**config.mk**
```make
export PLATFORM = sky130hd
export DESIGN_NAME = mtli_fifo
export DESIGN_NICKNAME = d
export VERILOG_FILES = /design/src/rtl/core/mtli_pkg.sv /design/src/rtl/core/mtli_fifo.sv
export SDC_FILE = /design/constraint.sdc
export NUM_CORES = 1
export LEC_CHECK = 0
export ABC_AREA = 1
export BUFFER_PORTS_ARGS = -buffer_cell sky130_fd_sc_hd__buf_2
export CORE_AREA = 2 2 39 41
export CTS_CLUSTER_DIAMETER = 150
export DETAILED_ROUTE_END_ITERATION = 8
export DIE_AREA = 0 0 41 43
export PLACE_DENSITY = 0.67
export SYNTH_ARGS = -nofsm -noshare
export SYNTH_HDL_FRONTEND = slang
export SYNTH_SLANG_ARGS = --single-unit
```
**constraint.sdc**
```tcl
create_clock -name clk_i -period 3.91 [get_ports clk_i]
set_clock_uncertainty 0.05 [all_clocks]
set_input_delay 0.5865 -clock clk_i [delete_from_list [all_inputs] [get_ports clk_i]]
set_output_delay 0.5865 -clock clk_i [all_outputs]
set_load 0.1 [all_outputs]
```
**src/rtl/core/mtli_pkg.sv**
```systemverilog
// ----------------------------------------------------------------------------
// mtli_pkg: shared types and constants of the table interpolator
// Item formats between the front, the queue and the back, plus region and
// quantity codes.
// ----------------------------------------------------------------------------
package mtli_pkg;

  localparam int unsigned WORD_W     = 32;
  localparam int unsigned VAL3_W     = 3 * WORD_W;
  localparam int unsigned CNT_W      = 11;
  localparam int unsigned MAX_TBL_W  = 3;
  localparam int unsigned MAX_IDX_W  = 16;
  localparam int unsigned FIFO_DEPTH = 4;
  localparam int unsigned QUO_W      = 34;

  localparam logic [QUO_W-1:0]  Q_CLAMP    = {2'b10, 32'h0000_0000};
  localparam logic [WORD_W-1:0] STEP_RESET = 32'h0001_0000;
  localparam logic [2:0]        CFG_STEP_BASE = 3'd4;

  typedef enum logic {
    OP_LOAD   = 1'b0,
    OP_LOOKUP = 1'b1
  } op_e;

  typedef enum logic [1:0] {
    REGION_BELOW  = 2'd0,
    REGION_INSIDE = 2'd1,
    REGION_ABOVE  = 2'd2
  } region_e;

  localparam logic [1:0] QTY_PRESSURE    = 2'd0;
  localparam logic [1:0] QTY_TEMPERATURE = 2'd1;
  localparam logic [1:0] QTY_ENTROPY     = 2'd2;

  // item handed from the front to the back through the queue
  typedef struct packed {
    logic                  is_load;
    logic                  wr_en;
    logic [MAX_TBL_W-1:0]  tbl;
    logic [MAX_IDX_W-1:0]  idx;     // entry index on load, count minus two on lookup, zero below range
    region_e               region;
    logic [1:0]            qsel;
    logic [WORD_W-1:0]     energy;
    logic [WORD_W-1:0]     start;
    logic [WORD_W-1:0]     step;
    logic [WORD_W-1:0]     num;
    logic [VAL3_W-1:0]     data;    // pressure, temperature, entropy
  } work_t;

  // item carried alongside the interpolation divider
  typedef struct packed {
    logic                     is_load;
    region_e                  region;
    logic [1:0]               tbl;
    logic                     sat;
    logic signed [WORD_W-1:0] base;
    logic                     neg;
    logic                     ovf;
  } tail_t;

  function automatic logic [WORD_W-1:0] pick_quantity(logic [VAL3_W-1:0] w, logic [1:0] qsel);
    case (qsel)
      QTY_TEMPERATURE: return w[2*WORD_W-1:WORD_W];
      QTY_ENTROPY:     return w[WORD_W-1:0];
      default:         return w[3*WORD_W-1:2*WORD_W];
    endcase
  endfunction

  function automatic logic [WORD_W-1:0] eff_step(logic [WORD_W-1:0] st);
    return (st == '0) ? 32'd1 : st;
  endfunction

endpackage

```
**src/rtl/core/mtli_fifo.sv**
```systemverilog
// ----------------------------------------------------------------------------
// mtli_fifo: short queue between front and back
// Small register queue, lets either side stall without stopping the other.
// ----------------------------------------------------------------------------
module mtli_fifo #(
  parameter type item_t = logic
) (
  input  logic  clk_i,
  input  logic  rst_ni,
  input  logic  push_vld_i,
  output logic  push_rdy_o,
  input  item_t push_item_i,
  input  logic  pop_i,
  output logic  vld_o,
  output item_t item_o
);
  import mtli_pkg::*;

  localparam int unsigned PW = $clog2(FIFO_DEPTH);

  item_t       mem_q [FIFO_DEPTH];
  logic [PW-1:0] wr_q, rd_q;
  logic [PW:0]   cnt_q;
  logic          push, pop;

  assign push_rdy_o = cnt_q != (PW+1)'(FIFO_DEPTH);
  assign vld_o      = cnt_q != '0;
  assign item_o     = mem_q[rd_q];
  assign push       = push_vld_i && push_rdy_o;
  assign pop        = pop_i && vld_o;

  always_ff @(posedge clk_i or negedge rst_ni) begin
    if (!rst_ni) begin
      wr_q  <= '0;
      rd_q  <= '0;
      cnt_q <= '0;
    end else begin
      if (push) wr_q <= wr_q + PW'(1);
      if (pop)  rd_q <= rd_q + PW'(1);
      if (push && !pop) begin
        cnt_q <= cnt_q + (PW+1)'(1);
      end else if (pop && !push) begin
        cnt_q <= cnt_q - (PW+1)'(1);
      end
    end
  end

  always_ff @(posedge clk_i) begin
    if (push) mem_q[wr_q] <= push_item_i;
  end

endmodule

```
==> run summary, run 1 <==
Syn-to-layout area delta: 13.00%
Die H: 43 um
First-pass detailed-route iteration total: 3
First-pass GRT wire length: 1600 um
Met1 Track Usage GR: 0.1706
Residual DRC: 0
Worst Tran Pin Value: 483.4 ps
TritonCTS clock tree: built
Routed wire per std cell: 9.153 um
Placer Congestion: 0.6978
Max-Cap Viols: 0
Fin. Hold Viols: 0
# hold bufs at CTS: 0
Post-cts repair resize count: 0
Die W: 41 um
Unique masters post-synth: 15
H-tree depth: 1
# diodes: 0
Mapped Cells: 71
M3 GR Usage: 0.03141
Clock buffer count from CTS: 3
Required @ worst endpoint: 3270 ps
DP HPWL: 741.8 um
Initial core utilization: 0.4521
Status: complete, no violations
GR Util met2: 0.2031
Global-route usage over all layers: 0.1391
Filler cells: 137
Hold WC Path Type: input port to async pin
Crit end category: output port
Fmax: 499.8 MHz
Top Ports: 8
Synth Area per Inst: 8.811 um2
Compound-gate portion of the synthesized area: 0.03200
TNS Setup: 0 ps
Num rows: 14
Die Area: 1763 um2
Final Setup Violations: 0
Crit path DAT: 1360 ps
Crit-path cells: inv_1 -> o211ai_1 -> nand2_1 -> buf_2
NumNets Final: 94
CP peak stage delay: 410 ps
Max clock buf depth: 2
Clk root buf: clkbuf_4
Routed WL: 897 um
Final Util: 0.5109
Synth Area in XOR/XNOR: 0.01400
Non-Filler Instances: 98
Largest fanout on the critical path: 5
Antenna-violating nets left: 0
Synth Area in Adders: 0.1320
Largest delay share family, worst path: buffers and inverters
Slew Viols, Final: 0
Number of setup buffers added after CTS: 0
Flops & latches, synth: 11
WS Path Type: flip-flop to output port
Clock transition at the registers of the reported paths: 70 ps
Worst setup SP type: flip-flop
Vias per std cell: 4.469
Clock sink total: 11
Ratio of cells with drive above 1 in the final layout: 0.1707
Post-Syn Area: 625.6 um2
Post-synthesis sequential area ratio: 0.4720
Period utilization: 0.5117
Vias in the first global route: 423
CP max stage cell: buf_2
Post-Synth Simple-Gate Area: 0.2420
Placed Instances: 94
Initial antenna violation count: 0
Min Clock Period, post-route: 2001 ps
Global routing's busiest layer: met2
Largest family of logic cells by synthesized area: simple AND/OR/NAND/NOR gates
Core outline area: 1384 um2
Worst Path Buf+Inv: 2
Max-slew headroom: 0.6799
Grt total ovfl: 0
Routed via count: 438
Multiplexer share of the synthesized area: 0
Worst-Skew Late Latency: 260 ps
Synth Warn #: 0
RSZ-0062 raised after global routing: false
Syn_nets: 82
Drt first-iter violations: 9
IO Port Bufs: 7
Largest net degree at the start of global routing: 8
## cell usage after synthesis
library cell | instances | area [um2]
o211ai_1 | 2 | 15.01
edfxtp_1 | 4 | 120.1
ha_1 | 5 | 62.56
nand2_4 | 1 | 11.26
nand2_2 | 1 | 6.260
nand3_1 | 5 | 25.02
o21ai_0 | 1 | 5.000
fa_1 | 1 | 20.02
nand3_2 | 2 | 20.02
inv_1 | 18 | 67.56
dfrtp_1 | 7 | 175.2
nand4_1 | 1 | 6.260
xnor2_1 | 1 | 8.760
nor2_1 | 4 | 15.01
nand2_1 | 18 | 67.56
## per-stage QoR
| step | instance area, um2 | hold WS [ps] | setup slack, ps |
|---|---|---|---|
| 2_1_floorplan | 625.6 | 240.9 | 1613 |
| 3_3_place_gp | 680.7 | 381.4 | 2057 |
| 3_5_place_dp | 680.7 | 384.9 | 2021 |
| 4_1_cts | 706.9 | 93.94 | 1898 |
| 5_1_grt | 706.9 | 99.00 | 1786 |
| 6_report | 706.9 | 97.00 | 1909 |
## sequential cells by signal (all words and copies together) (netlist names)
name and cells:
rd_q 2, mem_q 4, wr_q 2, cnt_q 3
## cells by family after synthesis
kind of cell    count (synthesis)
simple gates                   32
fa+ha+maj                       6
xor+xnor                        1
compound gates                  3
buf+inv                        18
flops                          11
## layer usage
metal  share of wire  vias to the layer above
li1                -                      238
met1            0.49                      189
met2            0.46                        9
met3           0.031                        2
met4           0.016                        0
met5               0                        -
## area by class of cell
class	instances	area (um2)	share of cell area
inverter	18	67.56	0.09558
clock buffer	4	26.28	0.03717
tap	16	20.02	0.02832
sequential	11	295.3	0.4177
multi-input combinational	42	262.8	0.3717
timing repair buffer	7	35.03	0.04956
## layout by cell type (no fill, tap or decap), drive strengths merged
cell type	Yosys	final
buf	0	7
clkbuf	0	4
dfrtp	7	7
edfxtp	4	4
fa	1	1
ha	5	5
inv	18	18
nand2	20	20
nand3	7	7
nand4	1	1
nor2	4	4
o211ai	2	2
o21ai	1	1
xnor2	1	1
## final timing paths
check | startpoint | slack (ps) | depth (start not counted) | end
worst min-delay path | rst_ni | 100 | 1 | cnt_q[1]
min in group clk_i | rd_q[1] | 450 | 2 | rd_q[1]
worst max-delay path | rd_q[0] | 1910 | 4 | item_o
worst min register to register | rd_q[1] | 450 | 2 | rd_q[1]
max in group asynchronous | rst_ni | 3550 | 1 | rd_q[1]
worst max register to register | cnt_q[1] | 2100 | 9 | cnt_q[1]
Power of run 1 is not shown: default switching activity piles up to over one toggle a cycle in this logic, so the estimate is an artifact.
==> run 2, diff against run 1 <==
- CORE_AREA: 2 2 39 41 -> unset
- CORE_UTILIZATION: unset -> 48
- DIE_AREA: 0 0 41 43 -> unset
- PLACE_DENSITY: 0.67 -> 0.71
- clock period: 3.91 -> 1.71 ns (I/O delays scaled with it)
==> run 2 against run 1 <==
First-iteration DRC count fell by 56%. Sequential share of layout area fell by 6.0 points. Critical path depth rose by 6. Sequential cell count did not move. Utilization rose by 21 points. Cell count rose by 6.1%. Setup slack got worse by 1900 ps. Register-to-register slack got worse by 2100 ps. Die area fell by 18%. Hold slack improved by 39 ps. Wire length rose by 10%. Largest cell class is now multi-input combinational cells.
==> run summary, run 2 (synthesis gave the netlist of run 1 again) <==
Status: complete, no violations (unchanged)
Die H: 38.10 um (was 43 um)
Die W: 38.10 um (was 41 um)
Max-slew headroom: 0.6808 (was 0.6799)
Placer Congestion: 0.7174 (was 0.6978)
TritonCTS clock tree: built (unchanged)
Initial core utilization: 0.5411 (was 0.4521)
Top reg by flops: mem_q (unchanged)
Worst-Skew Late Latency: 280 ps (was 260 ps)
CP peak stage delay: 410 ps (about the same)
Largest net degree at the start of global routing: 8 (unchanged)
NumNets Final: 102 (was 94)
Crit end category: flip-flop (was output port)
Max-Cap Viols: 0 (unchanged)
Top Ports: 8 (unchanged)
Final Setup Violations: 0 (unchanged)
WS Path Type: flip-flop to flip-flop (was flip-flop to output port)
Die Area: 1452 um2 (was 1763 um2)
Min Clock Period, post-route: 1706 ps
Residual DRC: 0 (unchanged)
Clk root buf: clkbuf_4 (unchanged)
Hold WC Path Type: input port to flip-flop (was input port to async pin)
Biggest regs: mem_q x4, cnt_q x3 (unchanged)
Antenna-violating nets left: 0 (unchanged)
Global-route usage over all layers: 0.1789 (was 0.1391)
Slew Viols, Final: 0 (unchanged)
Final Util: 0.7165 (was 0.5109)
H-tree depth: 1 (unchanged)
Fmax: 586.3 MHz
Required @ worst endpoint: 1820 ps (was 3270 ps)
Ratio of cells with drive above 1 in the final layout: 0.4000 (was 0.1707)
Initial antenna violation count: 0 (unchanged)
Routed WL: 990 um (was 897 um)
Most frequent CP cell: nand2_1
First-pass GRT wire length: 1642 um (was 1600 um)
Syn-to-layout area delta: 32.40% (was 13.00%)
Beginning of the worst register-to-register path: cnt_q[1] (unchanged)
Most common cell after layout, fill and taps aside: nand2_1
Grt total ovfl: 0 (unchanged)
Period utilization: 0.9974
Vias per std cell: 4.625 (was 4.469)
Most frequent cells in the layout: 15 x nand2_1, 12 x inv_1, 9 x buf_4, 6 x dfrtp_1 (was 18 x inv_1, 18 x nand2_1, 7 x dfrtp_1, 7 x buf_2)
Clock sink total: 11 (unchanged)
IO Port Bufs: 7 (unchanged)
Vias in the first global route: 423 (unchanged)
Clock buffer count from CTS: 3 (unchanged)
Largest fanout on the critical path: 3 (was 5)
Drt first-iter violations: 4 (was 9)
Routed wire per std cell: 9.519 um (was 9.153 um)
Worst Tran Pin Value: 482.2 ps (was 483.4 ps)
Worst setup SP type: flip-flop (unchanged)
Routed via count: 481 (was 438)
Max reg flops: 4 (unchanged)
# diodes: 0 (unchanged)
RSZ-0062 raised after global routing: true (was false)
Hold path start: push_item_i
CP Launch Point: cnt_q[1] (was rd_q[0])
Max clock buf depth: 2 (unchanged)
Fin. Hold Viols: 0 (unchanged)
CP max stage cell: dfrtp_1 (was buf_2)
Clock transition at the registers of the reported paths: 80 ps (was 70 ps)
Crit-path cells: inv_2 -> nand3_4 -> nand2_4 -> ha_4 -> inv_4 -> fa_2 -> nand2_2 -> nand3_2 -> nand2_1 -> nand2_1 (was inv_1 -> o211ai_1 -> nand2_1 -> buf_2)
DP HPWL: 763.3 um (was 741.8 um)
Core outline area: 1156 um2 (was 1384 um2)
Crit path DAT: 1820 ps (was 1360 ps)
First-pass detailed-route iteration total: 3 (unchanged)
Num rows: 12 (was 14)
[run 2: cell types whose count changed in the layout (fill, tap and decap cells not counted), sizes merged]
cell         previous run  this run
clkbuf                  4         3
buf                     7        14
dlygate4sd3             0         1
clkinv                  0         1
[run 2: per-stage QoR]
step	instances	instance area [um2]	setup TNS [ps]	hold slack, ps	worst slack (ps)
CTS	100	773.2	0	132.0	6.209
global placement	95	733.2	0	51.04	47.16
finish	104	828.3	0	135.6	4.430
detailed placement	95	733.2	0	54.58	3.466
floorplan	71	658.1	-506.2	-89.09	-274.4
global route	104	828.3	-138.9	141.0	-82.32
[run 2: layout make-up]
type	count	area (um2)
clock inverters	1	5.005
flip-flops and latches	11	296.5
fillers	92	327.8
multi-input cells	42	314.1
clock buffers	3	22.52
repair buffers	15	102.6
well taps	14	17.52
inverters	18	70.07
[run 2: final timing paths]
kind / to / slack (ps) / depth (start not counted)
worst max-delay path: cnt_q[2] / 4 / 10
worst min-delay path: mem_q[3] / 140 / 1
worst max register to register: cnt_q[2] / 4 / 10
worst min register to register: rd_q[0] / 450 / 2
max in group asynchronous: cnt_q[2] / 1130 / 2
min in group asynchronous: cnt_q[0] / 290 / 2
[run 2: worst max-delay path: cells and delay by family (launching register included)]
| kind | cells | cell delay (ps) |
|---|---|---|
| flip-flops | 1 | 410 |
| AND/OR/NAND/NOR | 6 | 420 |
| buffers and inverters | 2 | 170 |
| adder cells (fa/ha/maj) | 2 | 550 |
[run 2: what timing repair did]
item | CTS | global route
resized for setup | 2 | 12
pin swaps | 0 | 9
setup endpoints to repair | 2 | 3
hold endpoints to repair | 7 | 0
setup buffers | 0 | 4
hold buffers | 1 | 0
[run 2: layer usage]
| layer | up-vias | GRT usage | wire [um] |
|---|---|---|---|
| li1 | 261 | - | - |
| met1 | 209 | 0.2000 | 485 |
| met2 | 9 | 0.2839 | 449 |
| met3 | 2 | 0.06977 | 30 |
| met4 | 0 | 0.1071 | 25 |
| met5 | - | 0 | 0 |
Power of run 2 is left out for the same reason.
