[src/rtl/core/mtli_pkg.sv]
// ----------------------------------------------------------------------------
// mtli_pkg: shared types and constants of the table interpolator
// Item formats between the front, the queue and the back, plus region and
// quantity codes.
// ----------------------------------------------------------------------------
package mtli_pkg;

  localparam int unsigned WORD_W     = 32;
  localparam int unsigned VAL3_W     = 3 * WORD_W;
  localparam int unsigned CNT_W      = 11;
  localparam int unsigned MAX_TBL_W  = 3;
  localparam int unsigned MAX_IDX_W  = 16;
  localparam int unsigned FIFO_DEPTH = 4;
  localparam int unsigned QUO_W      = 34;

  localparam logic [QUO_W-1:0]  Q_CLAMP    = {2'b10, 32'h0000_0000};
  localparam logic [WORD_W-1:0] STEP_RESET = 32'h0001_0000;
  localparam logic [2:0]        CFG_STEP_BASE = 3'd4;

  typedef enum logic {
    OP_LOAD   = 1'b0,
    OP_LOOKUP = 1'b1
  } op_e;

  typedef enum logic [1:0] {
    REGION_BELOW  = 2'd0,
    REGION_INSIDE = 2'd1,
    REGION_ABOVE  = 2'd2
  } region_e;

  localparam logic [1:0] QTY_PRESSURE    = 2'd0;
  localparam logic [1:0] QTY_TEMPERATURE = 2'd1;
  localparam logic [1:0] QTY_ENTROPY     = 2'd2;

  // item handed from the front to the back through the queue
  typedef struct packed {
    logic                  is_load;
    logic                  wr_en;
    logic [MAX_TBL_W-1:0]  tbl;
    logic [MAX_IDX_W-1:0]  idx;     // entry index on load, count minus two on lookup, zero below range
    region_e               region;
    logic [1:0]            qsel;
    logic [WORD_W-1:0]     energy;
    logic [WORD_W-1:0]     start;
    logic [WORD_W-1:0]     step;
    logic [WORD_W-1:0]     num;
    logic [VAL3_W-1:0]     data;    // pressure, temperature, entropy
  } work_t;

  // item carried alongside the interpolation divider
  typedef struct packed {
    logic                     is_load;
    region_e                  region;
    logic [1:0]               tbl;
    logic                     sat;
    logic signed [WORD_W-1:0] base;
    logic                     neg;
    logic                     ovf;
  } tail_t;

  function automatic logic [WORD_W-1:0] pick_quantity(logic [VAL3_W-1:0] w, logic [1:0] qsel);
    case (qsel)
      QTY_TEMPERATURE: return w[2*WORD_W-1:WORD_W];
      QTY_ENTROPY:     return w[WORD_W-1:0];
      default:         return w[3*WORD_W-1:2*WORD_W];
    endcase
  endfunction

  function automatic logic [WORD_W-1:0] eff_step(logic [WORD_W-1:0] st);
    return (st == '0) ? 32'd1 : st;
  endfunction

endpackage

[src/rtl/core/mtli_in_if.sv]
// ----------------------------------------------------------------------------
// mtli_in_if: input channel of the table interpolator
// Valid/ready handshake with one load or lookup item as payload.
// ----------------------------------------------------------------------------
interface mtli_in_if;
  logic               valid;
  logic               ready;
  logic               opcode;
  logic [1:0]         table_select;
  logic [9:0]         entry_index;
  logic               last_entry;
  logic [31:0]        energy;
  logic signed [31:0] pressure_value;
  logic signed [31:0] entropy_value;
  logic signed [31:0] temperature_value;
  logic [1:0]         quantity;

  modport source (
    output valid, opcode, table_select, entry_index, last_entry, energy,
           pressure_value, entropy_value, temperature_value, quantity,
    input  ready
  );
  modport sink (
    input  valid, opcode, table_select, entry_index, last_entry, energy,
           pressure_value, entropy_value, temperature_value, quantity,
    output ready
  );
endinterface

[src/rtl/core/mtli_front.sv]
// ----------------------------------------------------------------------------
// mtli_front: accept and classify stage
// Holds the table registers and entry counts, picks region and table for
// each lookup and builds the work item for the back.
// ----------------------------------------------------------------------------
module mtli_front #(
  parameter int unsigned TABLE_DEPTH = 1024,
  parameter int unsigned TABLE_COUNT = 4
) (
  input  logic            clk_i,
  input  logic            rst_ni,
  input  logic            cfg_we_i,
  input  logic [2:0]      cfg_idx_i,
  input  logic [31:0]     cfg_data_i,
  mtli_in_if.sink         in_s,
  output logic            push_vld_o,
  input  logic            push_rdy_i,
  output mtli_pkg::work_t push_item_o
);
  import mtli_pkg::*;

  localparam int unsigned TW  = (TABLE_COUNT > 1) ? $clog2(TABLE_COUNT) : 1;
  localparam int unsigned TOP = TABLE_COUNT - 1;

  logic [31:0]      start_q [TABLE_COUNT];
  logic [31:0]      step_q  [TABLE_COUNT];
  logic [CNT_W-1:0] cnt_q   [TABLE_COUNT];

  logic             f1_vld_q;
  logic             f1_op_q;
  logic             f1_range_q;
  logic [1:0]       f1_tsel_q;
  logic [9:0]       f1_eidx_q;
  logic [31:0]      f1_energy_q;
  logic [VAL3_W-1:0] f1_data_q;
  logic [1:0]       f1_qty_q;

  logic             accept, in_range;
  logic [2:0]       step_idx;
  logic [TW-1:0]    jsel;
  logic [CNT_W-1:0] ntop;
  logic [31:0]      sttop;
  logic [43:0]      emax;
  work_t            item;

  function automatic logic [CNT_W-1:0] eff_cnt(logic [CNT_W-1:0] c);
    logic [CNT_W-1:0] n;
    n = c;
    if (32'(c) > TABLE_DEPTH) n = CNT_W'(TABLE_DEPTH);
    if (n < CNT_W'(2)) n = CNT_W'(2);
    return n;
  endfunction

  assign in_s.ready = !f1_vld_q || push_rdy_i;
  assign accept     = in_s.valid && in_s.ready;
  assign in_range   = (32'(in_s.table_select) < TABLE_COUNT) &&
                      (32'(in_s.entry_index) < TABLE_DEPTH);
  assign step_idx   = cfg_idx_i - CFG_STEP_BASE;

  always_ff @(posedge clk_i or negedge rst_ni) begin
    if (!rst_ni) begin
      for (int t = 0; t < TABLE_COUNT; t++) begin
        start_q[t] <= '0;
        step_q[t]  <= STEP_RESET;
      end
    end else if (cfg_we_i) begin
      if (cfg_idx_i < CFG_STEP_BASE) begin
        if (32'(cfg_idx_i) < TABLE_COUNT) start_q[TW'(cfg_idx_i)] <= cfg_data_i;
      end else if (32'(step_idx) < TABLE_COUNT) begin
        step_q[TW'(step_idx)] <= cfg_data_i;
      end
    end
  end

  // counts change at acceptance so that later lookups see them in order
  always_ff @(posedge clk_i or negedge rst_ni) begin
    if (!rst_ni) begin
      for (int t = 0; t < TABLE_COUNT; t++) cnt_q[t] <= '0;
    end else if (accept && in_s.opcode == OP_LOAD && in_s.last_entry && in_range) begin
      cnt_q[TW'(in_s.table_select)] <= CNT_W'({1'b0, in_s.entry_index} + 11'd1);
    end
  end

  always_ff @(posedge clk_i or negedge rst_ni) begin
    if (!rst_ni) begin
      f1_vld_q <= 1'b0;
    end else if (in_s.ready) begin
      f1_vld_q <= in_s.valid;
    end
  end

  always_ff @(posedge clk_i) begin
    if (accept) begin
      f1_op_q     <= in_s.opcode;
      f1_range_q  <= in_range;
      f1_tsel_q   <= in_s.table_select;
      f1_eidx_q   <= in_s.entry_index;
      f1_energy_q <= in_s.energy;
      f1_data_q   <= {in_s.pressure_value, in_s.temperature_value, in_s.entropy_value};
      f1_qty_q    <= in_s.quantity;
    end
  end

  assign ntop  = eff_cnt(cnt_q[TOP]);
  assign sttop = eff_step(step_q[TOP]);
  assign emax  = 44'(start_q[TOP]) + 44'(sttop) * 44'(ntop - CNT_W'(1));

  // highest table whose start is not above the energy
  always_comb begin
    jsel = '0;
    for (int t = 0; t < TABLE_COUNT; t++) begin
      if (start_q[t] <= f1_energy_q) jsel = TW'(t);
    end
  end

  always_comb begin
    item         = '0;
    item.is_load = f1_op_q == OP_LOAD;
    item.wr_en   = f1_range_q;
    item.data    = f1_data_q;
    item.energy  = f1_energy_q;
    item.qsel    = f1_qty_q;
    item.region  = REGION_BELOW;
    if (f1_op_q == OP_LOAD) begin
      item.tbl = MAX_TBL_W'(f1_tsel_q);
      item.idx = MAX_IDX_W'(f1_eidx_q);
    end else if (f1_energy_q < start_q[0]) begin
      // line from the origin to the first entry
      item.step = start_q[0];
    end else if (44'(f1_energy_q) > emax) begin
      item.region = REGION_ABOVE;
      item.tbl    = MAX_TBL_W'(TOP);
      item.start  = start_q[TOP];
      item.step   = sttop;
      item.idx    = MAX_IDX_W'(ntop - CNT_W'(2));
    end else begin
      item.region = REGION_INSIDE;
      item.tbl    = MAX_TBL_W'(jsel);
      item.start  = start_q[jsel];
      item.step   = eff_step(step_q[jsel]);
      item.idx    = MAX_IDX_W'(eff_cnt(cnt_q[jsel]) - CNT_W'(2));
      item.num    = f1_energy_q - start_q[jsel];
    end
  end

  assign push_vld_o  = f1_vld_q;
  assign push_item_o = item;

endmodule

[src/flat_wrapper.sv]
// flat-port wrapper written by rule: the top's interface ports become plain ports
module mtli_front_flat import mtli_pkg::*;
#(
  parameter int unsigned TABLE_DEPTH = 1024,
  parameter int unsigned TABLE_COUNT = 4
)
  (clk_i, rst_ni, cfg_we_i, cfg_idx_i, cfg_data_i, push_vld_o, push_rdy_i, push_item_o, in_s_valid, in_s_opcode, in_s_table_select, in_s_entry_index, in_s_last_entry, in_s_energy, in_s_pressure_value, in_s_entropy_value, in_s_temperature_value, in_s_quantity, in_s_ready);
  mtli_in_if in_s_i ();
  input  logic clk_i;
  input  logic rst_ni;
  input  logic cfg_we_i;
  input  logic [2:0] cfg_idx_i;
  input  logic [31:0] cfg_data_i;
  output logic push_vld_o;
  input  logic push_rdy_i;
  output mtli_pkg::work_t push_item_o;
  input wire logic [$bits(in_s_i.valid)-1:0] in_s_valid;
  input wire logic [$bits(in_s_i.opcode)-1:0] in_s_opcode;
  input wire logic [$bits(in_s_i.table_select)-1:0] in_s_table_select;
  input wire logic [$bits(in_s_i.entry_index)-1:0] in_s_entry_index;
  input wire logic [$bits(in_s_i.last_entry)-1:0] in_s_last_entry;
  input wire logic [$bits(in_s_i.energy)-1:0] in_s_energy;
  input wire logic [$bits(in_s_i.pressure_value)-1:0] in_s_pressure_value;
  input wire logic [$bits(in_s_i.entropy_value)-1:0] in_s_entropy_value;
  input wire logic [$bits(in_s_i.temperature_value)-1:0] in_s_temperature_value;
  input wire logic [$bits(in_s_i.quantity)-1:0] in_s_quantity;
  output wire logic [$bits(in_s_i.ready)-1:0] in_s_ready;
  assign in_s_i.valid = in_s_valid;
  assign in_s_i.opcode = in_s_opcode;
  assign in_s_i.table_select = in_s_table_select;
  assign in_s_i.entry_index = in_s_entry_index;
  assign in_s_i.last_entry = in_s_last_entry;
  assign in_s_i.energy = in_s_energy;
  assign in_s_i.pressure_value = in_s_pressure_value;
  assign in_s_i.entropy_value = in_s_entropy_value;
  assign in_s_i.temperature_value = in_s_temperature_value;
  assign in_s_i.quantity = in_s_quantity;
  assign in_s_ready = in_s_i.ready;
  mtli_front #(.TABLE_DEPTH(TABLE_DEPTH), .TABLE_COUNT(TABLE_COUNT)) u_core (.clk_i(clk_i), .rst_ni(rst_ni), .cfg_we_i(cfg_we_i), .cfg_idx_i(cfg_idx_i), .cfg_data_i(cfg_data_i), .in_s(in_s_i), .push_vld_o(push_vld_o), .push_rdy_i(push_rdy_i), .push_item_o(push_item_o));
endmodule
[config.mk]
export PLATFORM = sky130hd
export DESIGN_NAME = mtli_front_flat
export DESIGN_NICKNAME = d
export VERILOG_FILES = /design/src/rtl/core/mtli_pkg.sv /design/src/rtl/core/mtli_in_if.sv /design/src/rtl/core/mtli_front.sv /design/src/flat_wrapper.sv
export SDC_FILE = /design/constraint.sdc
export NUM_CORES = 2
export LEC_CHECK = 0
export BUFFER_PORTS_ARGS = -buffer_cell sky130_fd_sc_hd__buf_2
export CELL_PAD_IN_SITES_DETAIL_PLACEMENT = 0
export CELL_PAD_IN_SITES_GLOBAL_PLACEMENT = 1
export CORE_MARGIN = 4
export CORE_UTILIZATION = 49
export CTS_BUF_LIST = sky130_fd_sc_hd__clkbuf_2 sky130_fd_sc_hd__clkbuf_4 sky130_fd_sc_hd__clkbuf_8
export CTS_CLUSTER_DIAMETER = 50
export DETAILED_ROUTE_END_ITERATION = 8
export GPL_TIMING_DRIVEN = 0
export HOLD_SLACK_MARGIN = 0.06
export PLACE_DENSITY_LB_ADDON = 0.15
export RECOVER_POWER = 100
export SLEW_MARGIN = 20
export SYNTH_ARGS = -nofsm -noshare
export SYNTH_HDL_FRONTEND = slang
export SYNTH_SLANG_ARGS = --single-unit
[constraint.sdc]
create_clock -name clk_i -period 18.3 [get_ports clk_i]
set_input_delay 0.915 -clock clk_i [delete_from_list [all_inputs] [get_ports clk_i]]
set_output_delay 0.915 -clock clk_i [all_outputs]
set_load 0.005 [all_outputs]
==> results.ini <==
[status]
status = finished, violations left
failed_checks = max-capacitance violations, max-slew violations

[cts]
clkTransAtPathRegs_ps = 60
cts_tree = done
cts.sinks = 444
cts.htree.levels = 3
cts_hold_buffers = 0
cts_buffer_depth = 3
clk_latency_ps = 770
cts_setup_buffers = 0
cts_root_buf = clkbuf_8
cts_buffers = 82

[setup_path]
critPathCaptureType = output port
r2r-start = u_core.push_vld_o
reg2regPathDepth = 9
cp_max_fo = 10
critPathLaunchType = flop
r2r-end = u_core.cnt_q[20]
crit_path_max_incr_delay_ps = 780
reg2reg_slack_ps = 11610
crit_buf_inv = 16
criticalPathCategory = flop to output port
cp_common_cell = fa_1
crit_family = adder cells
worstPathRequired_ps = 17390
slowest_stage = a211oi_1
arrival_ps = 16770

[logic_synthesis]
yosysMostFrequentCell = inv_1
syn_inst = 4472
synth_common_cells = 722 x inv_1, 552 x fa_1, 396 x nand2_1
async_reset_ff_frac = 0.678
yosysWarnings = 0
yosysSeqAreaShare = 0.267
ys_top_cells_by_area = fa_1 25%, dfrtp_1 17%, edfxtp_1 9.7%
synth_edf_count = 143
ys_types = 84
ys.flop_type = dfrtp_1
syn_avg_cell_area_um2 = 9.89
synth_top_area_frac = 0.250
synth_top_cell_by_area = fa_1
synth_area_mm2 = 0.0442
synth_seq_cells = 444

[timing]
timing.fmax_ghz = 0.0566
drv_slew = 458
fin_skew_ps = 72.9
period_share = 0.966
finalCriticalPeriod_ps = 17680
tns_ps = 0
worst_pin_slew_ps = 4510
slew-limit-headroom = -2.00
setup_violations = 0
finalHoldViolCount = 0
fin_ws_ps = 619
grt_setup_unrepaired = false

[global_routing]
grt_overflow = 0
grt_pass1_wl_um = 227000
antenna_found_initial = 6
grt_max_degree = 88
grt_usage = 0.324
grt_pass1_vias = 36400

[floorplan]
die_h_um = 308
dieArea_mm2 = 0.0951
pin_count = 435
start_util = 0.497
num_rows = 109
die_x_um = 308
core_area_mm2 = 0.0889

[placement]
place.gp.congestion = 0.953
dpl.hpwl_um = 127000
portBuffers = 428
dp_slack_ps = -522

[drt]
routed_wl_um = 152000
drt_iter0_markers = 2669
vias_per_cell = 5.57
vias = 35300
ant_nets = 0
wl_per_cell_um = 24.0
drc_errors = 0
dr.pass1.iters = 6

[finish]
multi_input_area_mm2 = 0.0294
layout-drive-gt1-share = 0.135
seqCellArea_mm2 = 0.0118
final_nets = 6161
area_delta_synth_final_pct = 13.0
fillers = 8350

[min_path]
min_path_type = primary input to flop
min_path_cells = 1
min_to = u_core.f1_data_q[88]
min-delay-start = in_s_pressure_value[24]

[job]
maxCapViolations = 7

layout make-up:
| class | instances | share of cell area |
|---|---|---|
| inverter | 722 | 0.0542 |
| clock buffer | 125 | 0.0305 |
| buffer | 197 | 0.0159 |
| tap | 1165 | 0.0292 |
| antenna | 7 | 0.000351 |
| multi-input combinational | 3212 | 0.589 |
| clock inverter | 28 | 0.00513 |
| timing repair buffer | 436 | 0.0391 |
| sequential | 444 | 0.237 |
cell usage in the layout, fill, tap and decap left out, types with 94 or more instances in the layout:
cell / synthesis / layout
clkbuf_8: 0 / 94
mux2_2: 232 / 232
nor2_1: 295 / 295
clkbuf_1: 170 / 350
and2_1: 186 / 183
inv_1: 722 / 722
edfxtp_1: 143 / 143
conb_1: 2 / 106
dfrtp_1: 297 / 297
o21ai_0: 134 / 132
nand2_1: 396 / 396
a21oi_1: 243 / 243
fa_1: 552 / 552
buf_2: 9 / 241
ha_1: 330 / 330
through the flow:
| stage | instances | util | hold slack (ps) | instance area (µm²) |
|---|---|---|---|---|
| floorplan | 4576 | - | 443 | 44600 |
| global placement | 6169 | 0.542 | 458 | 48200 |
| detailed placement | 6177 | 0.544 | 465 | 48400 |
| CTS | 6330 | 0.565 | 136 | 50300 |
| global route | 6333 | 0.562 | 273 | 50000 |
| finish | 6336 | 0.562 | 317 | 50000 |
timing repair:
| action | CTS | global route |
|---|---|---|
| gates resized for setup | 21 | 28 |
| setup endpoints to repair | 114 | 104 |
| pin swaps | 0 | 0 |
| cloned | 0 | 0 |
logic make-up (layout without fill, tap and decap cells):
logic type,after synthesis,in the layout,share of synthesized area
buffers and inverters,920,1508,0.0791
other,2,113,0.000170
DFF,444,444,0.267
and+or+nand+nor,1196,1196,0.130
muxes,255,255,0.0644
AOI/OAI and AO/OA,690,690,0.0991
adders and majority gates,882,882,0.343
xor gates and xnor gates,83,83,0.0164
flip-flops by register name (all words and copies together), names as in the netlist:
name	cells
u_core.push_vld_o	1
u_core.start_q	128
u_core.f1_eidx_q	10
u_core.f1_qty_q	2
u_core.step_q	128
u_core.f1_data_q	96
u_core.f1_tsel_q	2
u_core.f1_op_q	1
u_core.cnt_q	44
u_core.f1_energy_q	32
routing by layer:
metal  global-route usage  share of wire
met5                    0              0
met4                0.117          0.041
met3               0.0893           0.10
met2                0.510           0.45
met1                0.433           0.41
worst reg2reg max path, stage by stage, from the launching register on:
cell	delay [ps]
dfrtp_1	380
nand2b_1	100
and2_0	2370
clkbuf_1	1970
and3b_1	390
nand2_1	60
nor2_1	690
clkbuf_1	440
nor2_1	80
a21oi_1	130
how the worst max path moves through the flow:
stage	from	endpoint	slack [ps]	cells past startpoint
finish	u_core.cnt_q[5]	push_item_o[163]	620	57
global route	u_core.cnt_q[5]	push_item_o[121]	130	54
floorplan	u_core.cnt_q[5]	push_item_o[240]	4930	59
detailed placement	u_core.cnt_q[5]	push_item_o[121]	-520	51
CTS	u_core.cnt_q[5]	push_item_o[121]	40	52
global placement	u_core.cnt_q[5]	push_item_o[121]	-770	52
Power is left out: the tool's default activity adds up to more than one toggle a clock period on the data nets, which glitch-free logic cannot reach.
